[config.mk]
export PLATFORM = sky130hd
export DESIGN_NAME = system_control_coprocessor
export DESIGN_NICKNAME = d
export VERILOG_FILES = /design/src/rtl/core/scc_pkg.sv /design/src/rtl/core/system_control_coprocessor.sv /design/src/rtl/core/scc_bank.sv /design/src/rtl/core/scc_tcm.sv
export SDC_FILE = /design/constraint.sdc
export NUM_CORES = 2
export LEC_CHECK = 0
export BUFFER_PORTS_ARGS = -buffer_cell sky130_fd_sc_hd__clkbuf_2
export CAP_MARGIN = 15
export CORE_MARGIN = 1
export CORE_UTILIZATION = 57
export DETAILED_ROUTE_END_ITERATION = 16
export GPL_ROUTABILITY_DRIVEN = 0
export PLACE_DENSITY = 0.81
export RECOVER_POWER = 50
export REMOVE_ABC_BUFFERS = 1
export SYNTH_ARGS = -nofsm -noshare
export SYNTH_HDL_FRONTEND = slang
export SYNTH_SLANG_ARGS = --single-unit
[constraint.sdc]
create_clock -name clk -period 4.9 [get_ports clk]
set_input_delay 0.245 -clock clk [delete_from_list [all_inputs] [get_ports clk]]
set_output_delay 0.245 -clock clk [all_outputs]
set_load 0.005 [all_outputs]
[src/rtl/core/scc_pkg.sv]
// scc_pkg: shared types, register encodings and reset constants for the
// system control coprocessor. No dependencies.

package scc_pkg;

  localparam int KEY_W = 11;

  // access encodings: {primary, secondary, opcode2}
  localparam logic [KEY_W-1:0] KEY_MAIN_ID    = {4'd0, 4'd0, 3'd0};
  localparam logic [KEY_W-1:0] KEY_CACHE_TYPE = {4'd0, 4'd0, 3'd1};
  localparam logic [KEY_W-1:0] KEY_TCM_SIZE   = {4'd0, 4'd0, 3'd2};
  localparam logic [KEY_W-1:0] KEY_CONTROL    = {4'd1, 4'd0, 3'd0};
  localparam logic [KEY_W-1:0] KEY_PROT_DC    = {4'd2, 4'd0, 3'd0};
  localparam logic [KEY_W-1:0] KEY_PROT_IC    = {4'd2, 4'd0, 3'd1};
  localparam logic [KEY_W-1:0] KEY_PROT_WB    = {4'd3, 4'd0, 3'd0};
  localparam logic [KEY_W-1:0] KEY_PROT_AD    = {4'd5, 4'd0, 3'd0};
  localparam logic [KEY_W-1:0] KEY_PROT_AI    = {4'd5, 4'd0, 3'd1};
  localparam logic [KEY_W-1:0] KEY_PROT_XAD   = {4'd5, 4'd0, 3'd2};
  localparam logic [KEY_W-1:0] KEY_PROT_XAI   = {4'd5, 4'd0, 3'd3};
  localparam logic [KEY_W-1:0] KEY_WFI_A      = {4'd7, 4'd0, 3'd4};
  localparam logic [KEY_W-1:0] KEY_WFI_B      = {4'd7, 4'd8, 3'd2};
  localparam logic [KEY_W-1:0] KEY_CM_50      = {4'd7, 4'd5, 3'd0};
  localparam logic [KEY_W-1:0] KEY_CM_51      = {4'd7, 4'd5, 3'd1};
  localparam logic [KEY_W-1:0] KEY_CM_52      = {4'd7, 4'd5, 3'd2};
  localparam logic [KEY_W-1:0] KEY_CM_60      = {4'd7, 4'd6, 3'd0};
  localparam logic [KEY_W-1:0] KEY_CM_61      = {4'd7, 4'd6, 3'd1};
  localparam logic [KEY_W-1:0] KEY_CM_62      = {4'd7, 4'd6, 3'd2};
  localparam logic [KEY_W-1:0] KEY_CM_A1      = {4'd7, 4'd10, 3'd1};
  localparam logic [KEY_W-1:0] KEY_CM_A2      = {4'd7, 4'd10, 3'd2};
  localparam logic [KEY_W-1:0] KEY_CM_A4      = {4'd7, 4'd10, 3'd4};
  localparam logic [KEY_W-1:0] KEY_CM_E1      = {4'd7, 4'd14, 3'd1};
  localparam logic [KEY_W-1:0] KEY_CM_E2      = {4'd7, 4'd14, 3'd2};
  localparam logic [KEY_W-1:0] KEY_LOCK_D     = {4'd9, 4'd0, 3'd0};
  localparam logic [KEY_W-1:0] KEY_LOCK_I     = {4'd9, 4'd0, 3'd1};
  localparam logic [KEY_W-1:0] KEY_DTCM       = {4'd9, 4'd1, 3'd0};
  localparam logic [KEY_W-1:0] KEY_ITCM       = {4'd9, 4'd1, 3'd1};

  localparam logic [3:0] PRIMARY_REGION = 4'd6;

  // configuration register indexes
  localparam logic [1:0] CFG_MAIN_ID    = 2'd0;
  localparam logic [1:0] CFG_CACHE_TYPE = 2'd1;
  localparam logic [1:0] CFG_TCM_SIZE   = 2'd2;

  localparam logic [31:0] MAIN_ID_RESET    = 32'h4105_9461;
  localparam logic [31:0] CACHE_TYPE_RESET = 32'h0F0D_2112;
  localparam logic [31:0] TCM_SIZE_RESET   = 32'h0014_0180;
  localparam logic [31:0] CONTROL_RESET    = 32'h0000_2078;
  localparam logic [31:0] CONTROL_WMASK    = 32'h000F_F085;
  localparam logic [31:0] DTCM_BASE_MASK   = 32'hFFFF_F000;
  localparam logic [31:0] ALL_ONES         = 32'hFFFF_FFFF;

  localparam int CTRL_ITCM_EN = 18;
  localparam int CTRL_DTCM_EN = 16;

  localparam int PROT_COUNT = 7;

  typedef struct packed {
    logic        action;
    logic [3:0]  primary_reg;
    logic [3:0]  secondary_reg;
    logic [2:0]  opcode_two;
    logic [31:0] write_data;
  } req_t;

  // state after the access, as needed for the tcm outputs
  typedef struct packed {
    logic [31:0] control_word;
    logic [31:0] itcm_setting;
    logic [31:0] dtcm_setting;
  } tcm_state_t;

  typedef struct packed {
    logic [31:0] read_data;
    logic        access_known;
    logic        halt_request;
  } bank_rsp_t;

  typedef struct packed {
    logic [31:0] itcm_start;
    logic [31:0] itcm_addr_mask;
    logic [31:0] dtcm_start;
    logic [31:0] dtcm_addr_mask;
  } tcm_map_t;

endpackage

[src/rtl/core/system_control_coprocessor.sv]
// system_control_coprocessor: top level with request and result registers.
// Depends on scc_pkg, scc_bank and scc_tcm.
//
// Usage: each request on the in_ channel is one register access (read or
// write, picked by in_tuser) addressed by primary register, secondary
// register and opcode2. Every request gives exactly one result on the out_
// channel: read data, a known-encoding flag, a halt request flag for
// wait-for-interrupt writes, and the current instruction and data TCM base
// and mask (after the access takes effect).
// A request taken into the request register is decoded from it by the
// bank, and its result is captured in the result register and presented
// from out_tdata once that register is free or out_tready is high.
// Throughput: one request per cycle while out_tready is high.
// A stalled out_tready holds the result; the request register still holds
// one more request, after which in_tready drops.
// The cfg_ port writes the read-only identification values; write it only
// while no request is in flight.
// Reset (rst_n low at a clock edge) empties both registers and returns all
// coprocessor state and identification values to their reset values.

module system_control_coprocessor #(
  parameter int REGION_COUNT = 8
) (
  input  logic         clk,
  input  logic         rst_n,
  input  logic         in_tvalid,
  output logic         in_tready,
  input  logic [47:0]  in_tdata,   // primary_reg, secondary_reg, opcode_two, write_data
  input  logic         in_tuser,   // action
  output logic         out_tvalid,
  input  logic         out_tready,
  output logic [167:0] out_tdata,  // read_data, access_known, halt_request,
                                   // itcm_start, itcm_addr_mask, dtcm_start,
                                   // dtcm_addr_mask
  input  logic         cfg_we,
  input  logic [1:0]   cfg_index,
  input  logic [31:0]  cfg_wdata
);

  scc_pkg::req_t       req_r;
  logic                req_valid_r;
  scc_pkg::bank_rsp_t  rsp;
  scc_pkg::tcm_state_t tcm_state;
  scc_pkg::tcm_map_t   map;
  logic [167:0]        out_data_r, out_data_nxt;
  logic                out_valid_r;
  logic                advance;

  assign advance   = req_valid_r && (!out_valid_r || out_tready);
  assign in_tready = !req_valid_r || advance;

  always_ff @(posedge clk) begin
    if (!rst_n) begin
      req_valid_r <= 1'b0;
    end else if (in_tready) begin
      req_valid_r <= in_tvalid;
    end
  end

  always_ff @(posedge clk) begin
    if (in_tready && in_tvalid) begin
      req_r.action        <= in_tuser;
      req_r.primary_reg   <= in_tdata[3:0];
      req_r.secondary_reg <= in_tdata[7:4];
      req_r.opcode_two    <= in_tdata[10:8];
      req_r.write_data    <= in_tdata[42:11];
    end
  end

  scc_bank #(
    .REGION_COUNT(REGION_COUNT)
  ) u_bank (
    .clk       (clk),
    .rst_n     (rst_n),
    .cfg_we    (cfg_we),
    .cfg_index (cfg_index),
    .cfg_wdata (cfg_wdata),
    .en        (advance),
    .req       (req_r),
    .rsp       (rsp),
    .tcm_state (tcm_state)
  );

  scc_tcm u_tcm (
    .st  (tcm_state),
    .map (map)
  );

  assign out_data_nxt = {6'd0, map.dtcm_addr_mask, map.dtcm_start, map.itcm_addr_mask,
                         map.itcm_start, rsp.halt_request, rsp.access_known,
                         rsp.read_data};

  always_ff @(posedge clk) begin
    if (!rst_n) begin
      out_valid_r <= 1'b0;
    end else if (advance) begin
      out_valid_r <= 1'b1;
    end else if (out_tready) begin
      out_valid_r <= 1'b0;
    end
  end

  always_ff @(posedge clk) begin
    if (advance) begin
      out_data_r <= out_data_nxt;
    end
  end

  assign out_tvalid = out_valid_r;
  assign out_tdata  = out_data_r;

endmodule

[src/rtl/core/scc_bank.sv]
// scc_bank: register bank with access decode, read mux and write update.
// Depends on scc_pkg.

module scc_bank #(
  parameter int REGION_COUNT = 8
) (
  input  logic                clk,
  input  logic                rst_n,
  input  logic                cfg_we,
  input  logic [1:0]          cfg_index,
  input  logic [31:0]         cfg_wdata,
  input  logic                en,
  input  scc_pkg::req_t       req,
  output scc_pkg::bank_rsp_t  rsp,
  output scc_pkg::tcm_state_t tcm_state
);

  localparam int IDX_W = (REGION_COUNT > 1) ? $clog2(REGION_COUNT) : 1;

  logic [31:0] main_id_r, cache_type_r, tcm_size_r;
  logic [31:0] control_r, control_nxt;
  logic [31:0] dtcm_r, dtcm_nxt;
  logic [31:0] itcm_r, itcm_nxt;
  logic [31:0] lock_d_r, lock_i_r;
  logic [31:0] prot_r [scc_pkg::PROT_COUNT];
  logic [31:0] dregion_r [REGION_COUNT];
  logic [31:0] iregion_r [REGION_COUNT];

  logic [scc_pkg::KEY_W-1:0] key;
  logic                      prot_hit;
  logic [2:0]                prot_slot;
  logic                      region_hit;
  logic [IDX_W-1:0]          ridx;
  logic                      cache_op;
  logic                      wr_prot, wr_dregion, wr_iregion, wr_lock_d, wr_lock_i;

  assign key  = {req.primary_reg, req.secondary_reg, req.opcode_two};
  assign ridx = req.secondary_reg[IDX_W-1:0];
  assign region_hit = (req.primary_reg == scc_pkg::PRIMARY_REGION) &&
                      (req.opcode_two <= 3'd1) &&
                      (32'(req.secondary_reg) < 32'(REGION_COUNT));

  always_comb begin
    prot_hit  = 1'b1;
    prot_slot = 3'd0;
    case (key)
      scc_pkg::KEY_PROT_DC:  prot_slot = 3'd0;
      scc_pkg::KEY_PROT_IC:  prot_slot = 3'd1;
      scc_pkg::KEY_PROT_WB:  prot_slot = 3'd2;
      scc_pkg::KEY_PROT_AD:  prot_slot = 3'd3;
      scc_pkg::KEY_PROT_AI:  prot_slot = 3'd4;
      scc_pkg::KEY_PROT_XAD: prot_slot = 3'd5;
      scc_pkg::KEY_PROT_XAI: prot_slot = 3'd6;
      default:               prot_hit  = 1'b0;
    endcase
  end

  always_comb begin
    case (key)
      scc_pkg::KEY_CM_50, scc_pkg::KEY_CM_51, scc_pkg::KEY_CM_52,
      scc_pkg::KEY_CM_60, scc_pkg::KEY_CM_61, scc_pkg::KEY_CM_62,
      scc_pkg::KEY_CM_A1, scc_pkg::KEY_CM_A2, scc_pkg::KEY_CM_A4,
      scc_pkg::KEY_CM_E1, scc_pkg::KEY_CM_E2: cache_op = 1'b1;
      default:                                 cache_op = 1'b0;
    endcase
  end

  always_comb begin
    rsp.read_data    = '0;
    rsp.access_known = 1'b1;
    rsp.halt_request = 1'b0;
    control_nxt = control_r;
    dtcm_nxt    = dtcm_r;
    itcm_nxt    = itcm_r;
    wr_prot     = 1'b0;
    wr_dregion  = 1'b0;
    wr_iregion  = 1'b0;
    wr_lock_d   = 1'b0;
    wr_lock_i   = 1'b0;
    if (!req.action) begin
      if (key == scc_pkg::KEY_MAIN_ID)         rsp.read_data = main_id_r;
      else if (key == scc_pkg::KEY_CACHE_TYPE) rsp.read_data = cache_type_r;
      else if (key == scc_pkg::KEY_TCM_SIZE)   rsp.read_data = tcm_size_r;
      else if (key == scc_pkg::KEY_CONTROL)    rsp.read_data = control_r;
      else if (prot_hit)                       rsp.read_data = prot_r[prot_slot];
      else if (region_hit)
        rsp.read_data = req.opcode_two[0] ? iregion_r[ridx] : dregion_r[ridx];
      else if (key == scc_pkg::KEY_LOCK_D)     rsp.read_data = lock_d_r;
      else if (key == scc_pkg::KEY_LOCK_I)     rsp.read_data = lock_i_r;
      else if (key == scc_pkg::KEY_DTCM)       rsp.read_data = dtcm_r;
      else if (key == scc_pkg::KEY_ITCM)       rsp.read_data = itcm_r;
      else                                     rsp.access_known = 1'b0;
    end else begin
      if (key == scc_pkg::KEY_CONTROL)
        control_nxt = (control_r & ~scc_pkg::CONTROL_WMASK) |
                      (req.write_data & scc_pkg::CONTROL_WMASK);
      else if (prot_hit)                       wr_prot = 1'b1;
      else if (region_hit) begin
        wr_iregion = req.opcode_two[0];
        wr_dregion = ~req.opcode_two[0];
      end
      else if (key == scc_pkg::KEY_WFI_A || key == scc_pkg::KEY_WFI_B)
        rsp.halt_request = 1'b1;
      else if (cache_op) begin
        // maintenance operations have no effect here
      end
      else if (key == scc_pkg::KEY_LOCK_D)     wr_lock_d = 1'b1;
      else if (key == scc_pkg::KEY_LOCK_I)     wr_lock_i = 1'b1;
      else if (key == scc_pkg::KEY_DTCM)       dtcm_nxt = req.write_data;
      else if (key == scc_pkg::KEY_ITCM)       itcm_nxt = req.write_data;
      else                                     rsp.access_known = 1'b0;
    end
  end

  assign tcm_state.control_word = control_nxt;
  assign tcm_state.itcm_setting = itcm_nxt;
  assign tcm_state.dtcm_setting = dtcm_nxt;

  always_ff @(posedge clk) begin
    if (!rst_n) begin
      main_id_r    <= scc_pkg::MAIN_ID_RESET;
      cache_type_r <= scc_pkg::CACHE_TYPE_RESET;
      tcm_size_r   <= scc_pkg::TCM_SIZE_RESET;
    end else if (cfg_we) begin
      case (cfg_index)
        scc_pkg::CFG_MAIN_ID:    main_id_r    <= cfg_wdata;
        scc_pkg::CFG_CACHE_TYPE: cache_type_r <= cfg_wdata;
        scc_pkg::CFG_TCM_SIZE:   tcm_size_r   <= cfg_wdata;
        default: ;
      endcase
    end
  end

  always_ff @(posedge clk) begin
    if (!rst_n) begin
      control_r <= scc_pkg::CONTROL_RESET;
      dtcm_r    <= '0;
      itcm_r    <= '0;
      lock_d_r  <= '0;
      lock_i_r  <= '0;
      for (int i = 0; i < scc_pkg::PROT_COUNT; i++) prot_r[i] <= '0;
      for (int i = 0; i < REGION_COUNT; i++) begin
        dregion_r[i] <= '0;
        iregion_r[i] <= '0;
      end
    end else if (en) begin
      control_r <= control_nxt;
      dtcm_r    <= dtcm_nxt;
      itcm_r    <= itcm_nxt;
      if (wr_lock_d)  lock_d_r            <= req.write_data;
      if (wr_lock_i)  lock_i_r            <= req.write_data;
      if (wr_prot)    prot_r[prot_slot]   <= req.write_data;
      if (wr_dregion) dregion_r[ridx]     <= req.write_data;
      if (wr_iregion) iregion_r[ridx]     <= req.write_data;
    end
  end

endmodule

[src/rtl/core/scc_tcm.sv]
// scc_tcm: tightly coupled memory base and mask from control and settings.
// Depends on scc_pkg.

module scc_tcm (
  input  scc_pkg::tcm_state_t st,
  output scc_pkg::tcm_map_t   map
);

  logic [31:0] itcm_size_mask, dtcm_size_mask;

  // size field clamped to 3..23, mask = (0x200 << size) - 1 mod 2^32
  function automatic logic [31:0] mask_of(input logic [31:0] setting);
    logic [4:0]  size;
    logic [32:0] span;
    size = setting[5:1];
    if (size < 5'd3)  size = 5'd3;
    if (size > 5'd23) size = 5'd23;
    span = 33'h200 << size;
    return 32'(span - 33'd1);
  endfunction

  assign itcm_size_mask = mask_of(st.itcm_setting);
  assign dtcm_size_mask = mask_of(st.dtcm_setting);

  always_comb begin
    if (st.control_word[scc_pkg::CTRL_ITCM_EN]) begin
      map.itcm_start     = '0;
      map.itcm_addr_mask = itcm_size_mask;
    end else begin
      map.itcm_start     = scc_pkg::ALL_ONES;
      map.itcm_addr_mask = '0;
    end
    if (st.control_word[scc_pkg::CTRL_DTCM_EN]) begin
      map.dtcm_start     = st.dtcm_setting & scc_pkg::DTCM_BASE_MASK;
      map.dtcm_addr_mask = dtcm_size_mask;
    end else begin
      map.dtcm_start     = scc_pkg::ALL_ONES;
      map.dtcm_addr_mask = '0;
    end
  end

endmodule
# [Word level (Yosys, flattened, before mapping)]
# Memory sizes are Yosys's and may differ from the RTL's. A register that Yosys moved wholly into a read port is not among the register bits.
# Cells that the tools add are included.
[totals] word_cells=213 mem_bits_rw=736 output_inout_bits=170 inputBits=88 n_memories=3 ff_bits=464
[memory_table] memory="u_bank.dregion_r" depth=8 word_bits=32 rd=1 rd_ports_with_merged_regs=1 write_ports=8 line_no="scc_bank.sv:26" rtl="logic [31:0] dregion_r [REGION_COUNT];"
[memory_table] memory="u_bank.iregion_r" depth=8 word_bits=32 rd=1 rd_ports_with_merged_regs=1 write_ports=8 line_no="scc_bank.sv:27" rtl="logic [31:0] iregion_r [REGION_COUNT];"
[memory_table] memory="u_bank.prot_r" depth=7 word_bits=32 rd=1 rd_ports_with_merged_regs=0 write_ports=7 line_no="scc_bank.sv:25" rtl="logic [31:0] prot_r [scc_pkg::PROT_COUNT];"
[op_classes] n_mux=110 order_cmp=6 shift=2 n_eq_ne=30 n_addsub=2 n_reduce_logical=26 n_bitwise=11
[op_table] op="32-bit two-way mux" count=23
[op_table] op="11-bit by 10-bit equality test with 1-bit output (second input constant)" count=17
[op_table] op="32-bit OR reduction" count=3
[op_table] op="64-bit two-way mux" count=1
[op_table] op="10-bit by 5-bit << shifter with 32-bit output (first input constant)" count=2
[op_table] op="32-bit by 1-bit subtractor with 32-bit output (second input constant)" count=2
[op_table] op="1-bit two-way mux" count=60
[op_table] op="6-bit two-way mux" count=10
[op_table] op="11-bit equality test (second input constant)" count=4
[op_table] op="44-bit two-way mux" count=1
[op_table] op="19-bit two-way mux" count=2
[op_table] op="11-bit by 9-bit equality test with 1-bit output (second input constant)" count=3
[op_table] op="32-bit by 20-bit bitwise OR with 32-bit output" count=1
[op_table] op="5-bit two-way mux" count=4
[op_table] op="3-bit case mux with 6 select lines" count=1
[op_table] op="3-bit two-way mux" count=5
[op_table] op="11-bit by 1-bit equality test with 1-bit output (second input constant)" count=1
[op_table] op="11-bit by 2-bit equality test with 1-bit output (second input constant)" count=1
[op_table] op="11-bit by 8-bit equality test with 1-bit output (second input constant)" count=1
[op_table] op="11-bit logical NOT" count=1
[op_table] op="11-bit AND reduction" count=1
[op_table] op="11-bit OR reduction" count=1
[op_table] op="5-bit > comparator (second input constant)" count=2
[op_table] op="5-bit by 2-bit < comparator with 1-bit output (second input constant)" count=2
[op_table] op="17 further kinds" count=38

# [Logic depth before layout (Yosys ltp)]
[depth] word_depth=18 mapped_depth=12 mapped_depth_nobuf=8

# [By module]
# Synthesis repeated with hierarchy kept, for this count alone.
[hier_totals] cells_unflattened=4640 area_unflattened_um2=53715.3
[modules_own_cells] mod="scc_bank" cells_each=4193 area_each_um2=46029.1 seq_area_each_um2=27266.2 instances=1
[modules_own_cells] mod="system_control_coprocessor" cells_each=222 area_each_um2=6338.6 seq_area_each_um2=6226.0 instances=1
[modules_own_cells] mod="scc_tcm" cells_each=225 area_each_um2=1347.5 seq_area_each_um2=0.0 instances=1

# [Worst setup path after synthesis]
# OpenSTA, ideal clock, no wires.
[synth_path] path_kind="reg2reg" startpoint="reg req_r[33] (netlist bit)" endpoint="mem u_bank.dregion_r[7][0], enable pin" stages_incl_launch_ff=6 setup_slack_ns=0.417 arrival_time_ns=4.017 synth_period_minus_slack_ns=4.483 n_path_buf=1 required_ns=4.434 setup_ns=0.466 path_cell_list="edfxtp_1 or3_1 nor3_1 buf_2 nand3_1 o21ai_0"
[synth_rtl] item="from (decl)" line_no="system_control_coprocessor.sv:40" rtl="scc_pkg::req_t req_r;"
[synth_rtl] item="to (decl)" line_no="scc_bank.sv:26"

==> run_results.csv <==
group,metric,value,unit
status,status,"complete, but fails checks",
status,violations,"capacitance limit, slew limit",
synthesis,yosysSeqAreaShare,62.1,%
grt,grt_pass1_vias,35800,
floorplan,rows,109,
route,drt-total-wl,147,mm
grt,overflow,0,
setup_path,worstPathRequired,5450,ps
layout,final_cell_mix,"edfxtp_1, nand2_1, and2_1",
synthesis,synth.avg_cell_area,11.8,sq um
layout,final_layout_size_suffix_gt1_share,12.0,%
placement,dpl.hpwl,90.3,mm
sta,worst_pin_slew,3000,ps
floorplan,die_w,303,microns
sta,period_share,92.0,%
sta,fin_setup_tns,0,ps
grt,grt_pass1_wl,218,mm
worst_hold_path,holdCritPathClass,"input pin to flip-flop",
clocking,clock-root-buffer,"clkbuf_16",
layout,fin_nets,4630,
floorplan,ios,258,
worst_hold_path,min_path_cells,2,
sta,fmax,222,MHz
grt,grt_max_degree,105,
clocking,cts_tree,"built",
sta,final-hold-violation-count,0,
sta,fin_skew,29.0,ps
grt,antenna_found_initial,11,
sta,rsz0062_at_grt,"no",
floorplan,core-area,88900,sq um
setup_path,path_class,"flip-flop to flip-flop",
clocking,cts_hold_buf,81,
route,drt-initial-drc-count,5436,
setup_path,reg2reg_depth,9,
route,drc,0,
floorplan,die_area,91600,sq um
floorplan,initial_core_util,58.0,%
pwr,total_leakage_power,20.4,nW
layout,final_common_cell,"edfxtp_1",
synthesis,syn-cell-area,51500,sq um
route,vias_per_cell,6.40,
floorplan,fp.dieH,303,microns
grt,grt_use_total,31.9,%
clocking,clk_path_buf_depth,3,
placement,portBuffers,246,
clocking,clkLatencyLatePin,700,ps
run,cap_violations,15,
route,ant_nets,0,
placement,dp.cells,5509,
synthesis,synthArstFlopShare,0,%
layout,syn2layout_area_growth,12.4,%
clocking,cts_buffers,111,
synthesis,synthFlopType,"edfxtp_1",
clocking,path_clk_slew,60,ps
clocking,post_cts_resized,0,
route,wl_per_cell,25.4,microns
route,via_count,37200,
route,firstDrtPassIters,7,
synthesis,synth-edff-count,884,
layout,layout.cells.non_filler,5807,
synthesis,yosys_warnings,0,
setup_path,critical_path_arrival,5050,ps
sta,slew_violations,562,
setup_path,end_kind,"flip-flop",
sta,finalSetupViolations,0,
sta,finalCriticalPeriod,4510,ps
setup_path,worstPathMaxFanout,32,
synthesis,synth_cell_types,79,
sta,relSlewSlack,-99.8,%
synthesis,ys_ff_latch,1156,
setup_path,critPathLaunchType,"flip-flop",
pwr,p_per_area,361,nW/um^2
pwr,power,0.0209,W
clocking,h-tree-depth,3,
clocking,clock_sinks,1156,
synthesis,syn_inst,4360,
clocking,cts_setup_buffers,0,
pwr,vdd_drop_max,0.000297,V
==> registers in the layout, indices dropped and copies added, names as in the netlist, named ones only <==
register             cells
u_bank.lock_d_r         32
u_bank.prot_r          256
out_tdata              104
req_valid_r              1
u_bank.dregion_r       256
u_bank.cache_type_r     32
u_bank.dtcm_r           32
req_r                   44
u_bank.main_id_r        32
u_bank.tcm_size_r       32
out_tvalid               1
u_bank.lock_i_r         32
u_bank.itcm_r           32
u_bank.control_r        11
u_bank.iregion_r       256
==> power breakdown <==
| part | internal, W | switching (W) |
|---|---|---|
| clock network | 0.00496 | 0.00374 |
| registers | 0.0108 | 0.000225 |
| logic | 0.000447 | 0.000703 |
==> critical path, cell delays in order (launching register included) <==
cell      delay, ps
edfxtp_1        690
nor3_1          190
nand3_1         130
buf_4           250
nand4_1         360
nor2_1          420
nand3_1         460
nor2_2          230
clkbuf_1       1340
and2_1          280
==> cell usage after synthesis (all sizes together) (7+ instances only) <==
library cell / number / share of area (%)
nand2: 753 / 5.5
o21ai: 64 / 0.62
nand2b: 14 / 0.17
and3: 19 / 0.23
nand4: 24 / 0.29
a21oi: 131 / 1.3
a222oi: 20 / 0.39
a211oi: 24 / 0.35
and2: 550 / 6.7
dfxtp: 272 / 11
mux4: 128 / 5.6
nor2: 255 / 1.9
buf: 144 / 1.7
a21boi: 198 / 2.9
mux2: 11 / 0.25
inv: 49 / 0.36
nor2b: 16 / 0.19
nor3: 40 / 0.43
nand3: 121 / 1.2
or3: 13 / 0.16
mux2i: 83 / 1.6
nor4: 9 / 0.15
o22ai: 21 / 0.25
a22o: 18 / 0.31
a22oi: 31 / 0.45
clkbuf: 288 / 2.1
a221oi: 57 / 0.97
a31oi: 28 / 0.37
a2111oi: 7 / 0.12
edfxtp: 884 / 52
==> layer usage <==
metal	wire (microns)	GRT usage, %	up-vias
li1	-	-	15800
met1	52900	42.6	18000
met2	67800	49.7	2836
met3	18700	6.87	505
met4	7750	15.8	14
met5	94	0	-
==> final cells by class <==
type,count,area [sq um]
Antenna cell,3,7.51
Clock buffer,171,3300
Clock inverter,41,422
Fill cell,6428,31000
Inverter,50,188
Multi-Input combinational cell,2762,17700
Sequential cell,1156,32000
Tap cell,1165,1460
Timing Repair Buffer,459,2880
==> path summary, 6_finish.rpt <==
path,slack (ps),startpoint,endpoint
setup reg to reg,390,req_r[32],u_bank.iregion_r[5][16]
hold / removal,260,in_tdata[21],req_r[10]
setup / recovery,390,req_r[32],u_bank.iregion_r[5][16]
hold reg to reg,470,u_bank.lock_i_r[20],u_bank.lock_i_r[20]
==> cells by family after synthesis <==
family                     synth area share [%]
and+or+nand+nor                            17.4
DFF                                        62.1
AOI/OAI and AO/OA                          8.72
buffers and inverters                      4.19
muxes                                      7.45
xor gates and xnor gates                 0.0510
adders and majority gates                0.0485
other                                    0.0146
==> per-stage QoR <==
| step | hold slack (ps) | util [%] | setup slack [ps] | cell area (sq um) |
|---|---|---|---|---|
| 2_1_floorplan | 317 | - | -5300 | 49700 |
| 3_5_place_dp | 424 | 60.5 | 872 | 53800 |
| 6_report | 256 | 65.2 | 392 | 58000 |
| 3_3_place_gp | 422 | 60.5 | 974 | 53800 |
| 5_1_grt | 253 | 65.2 | 287 | 58000 |
| 4_1_cts | 231 | 65.6 | 851 | 58300 |
(Power assumes the default switching activity.)
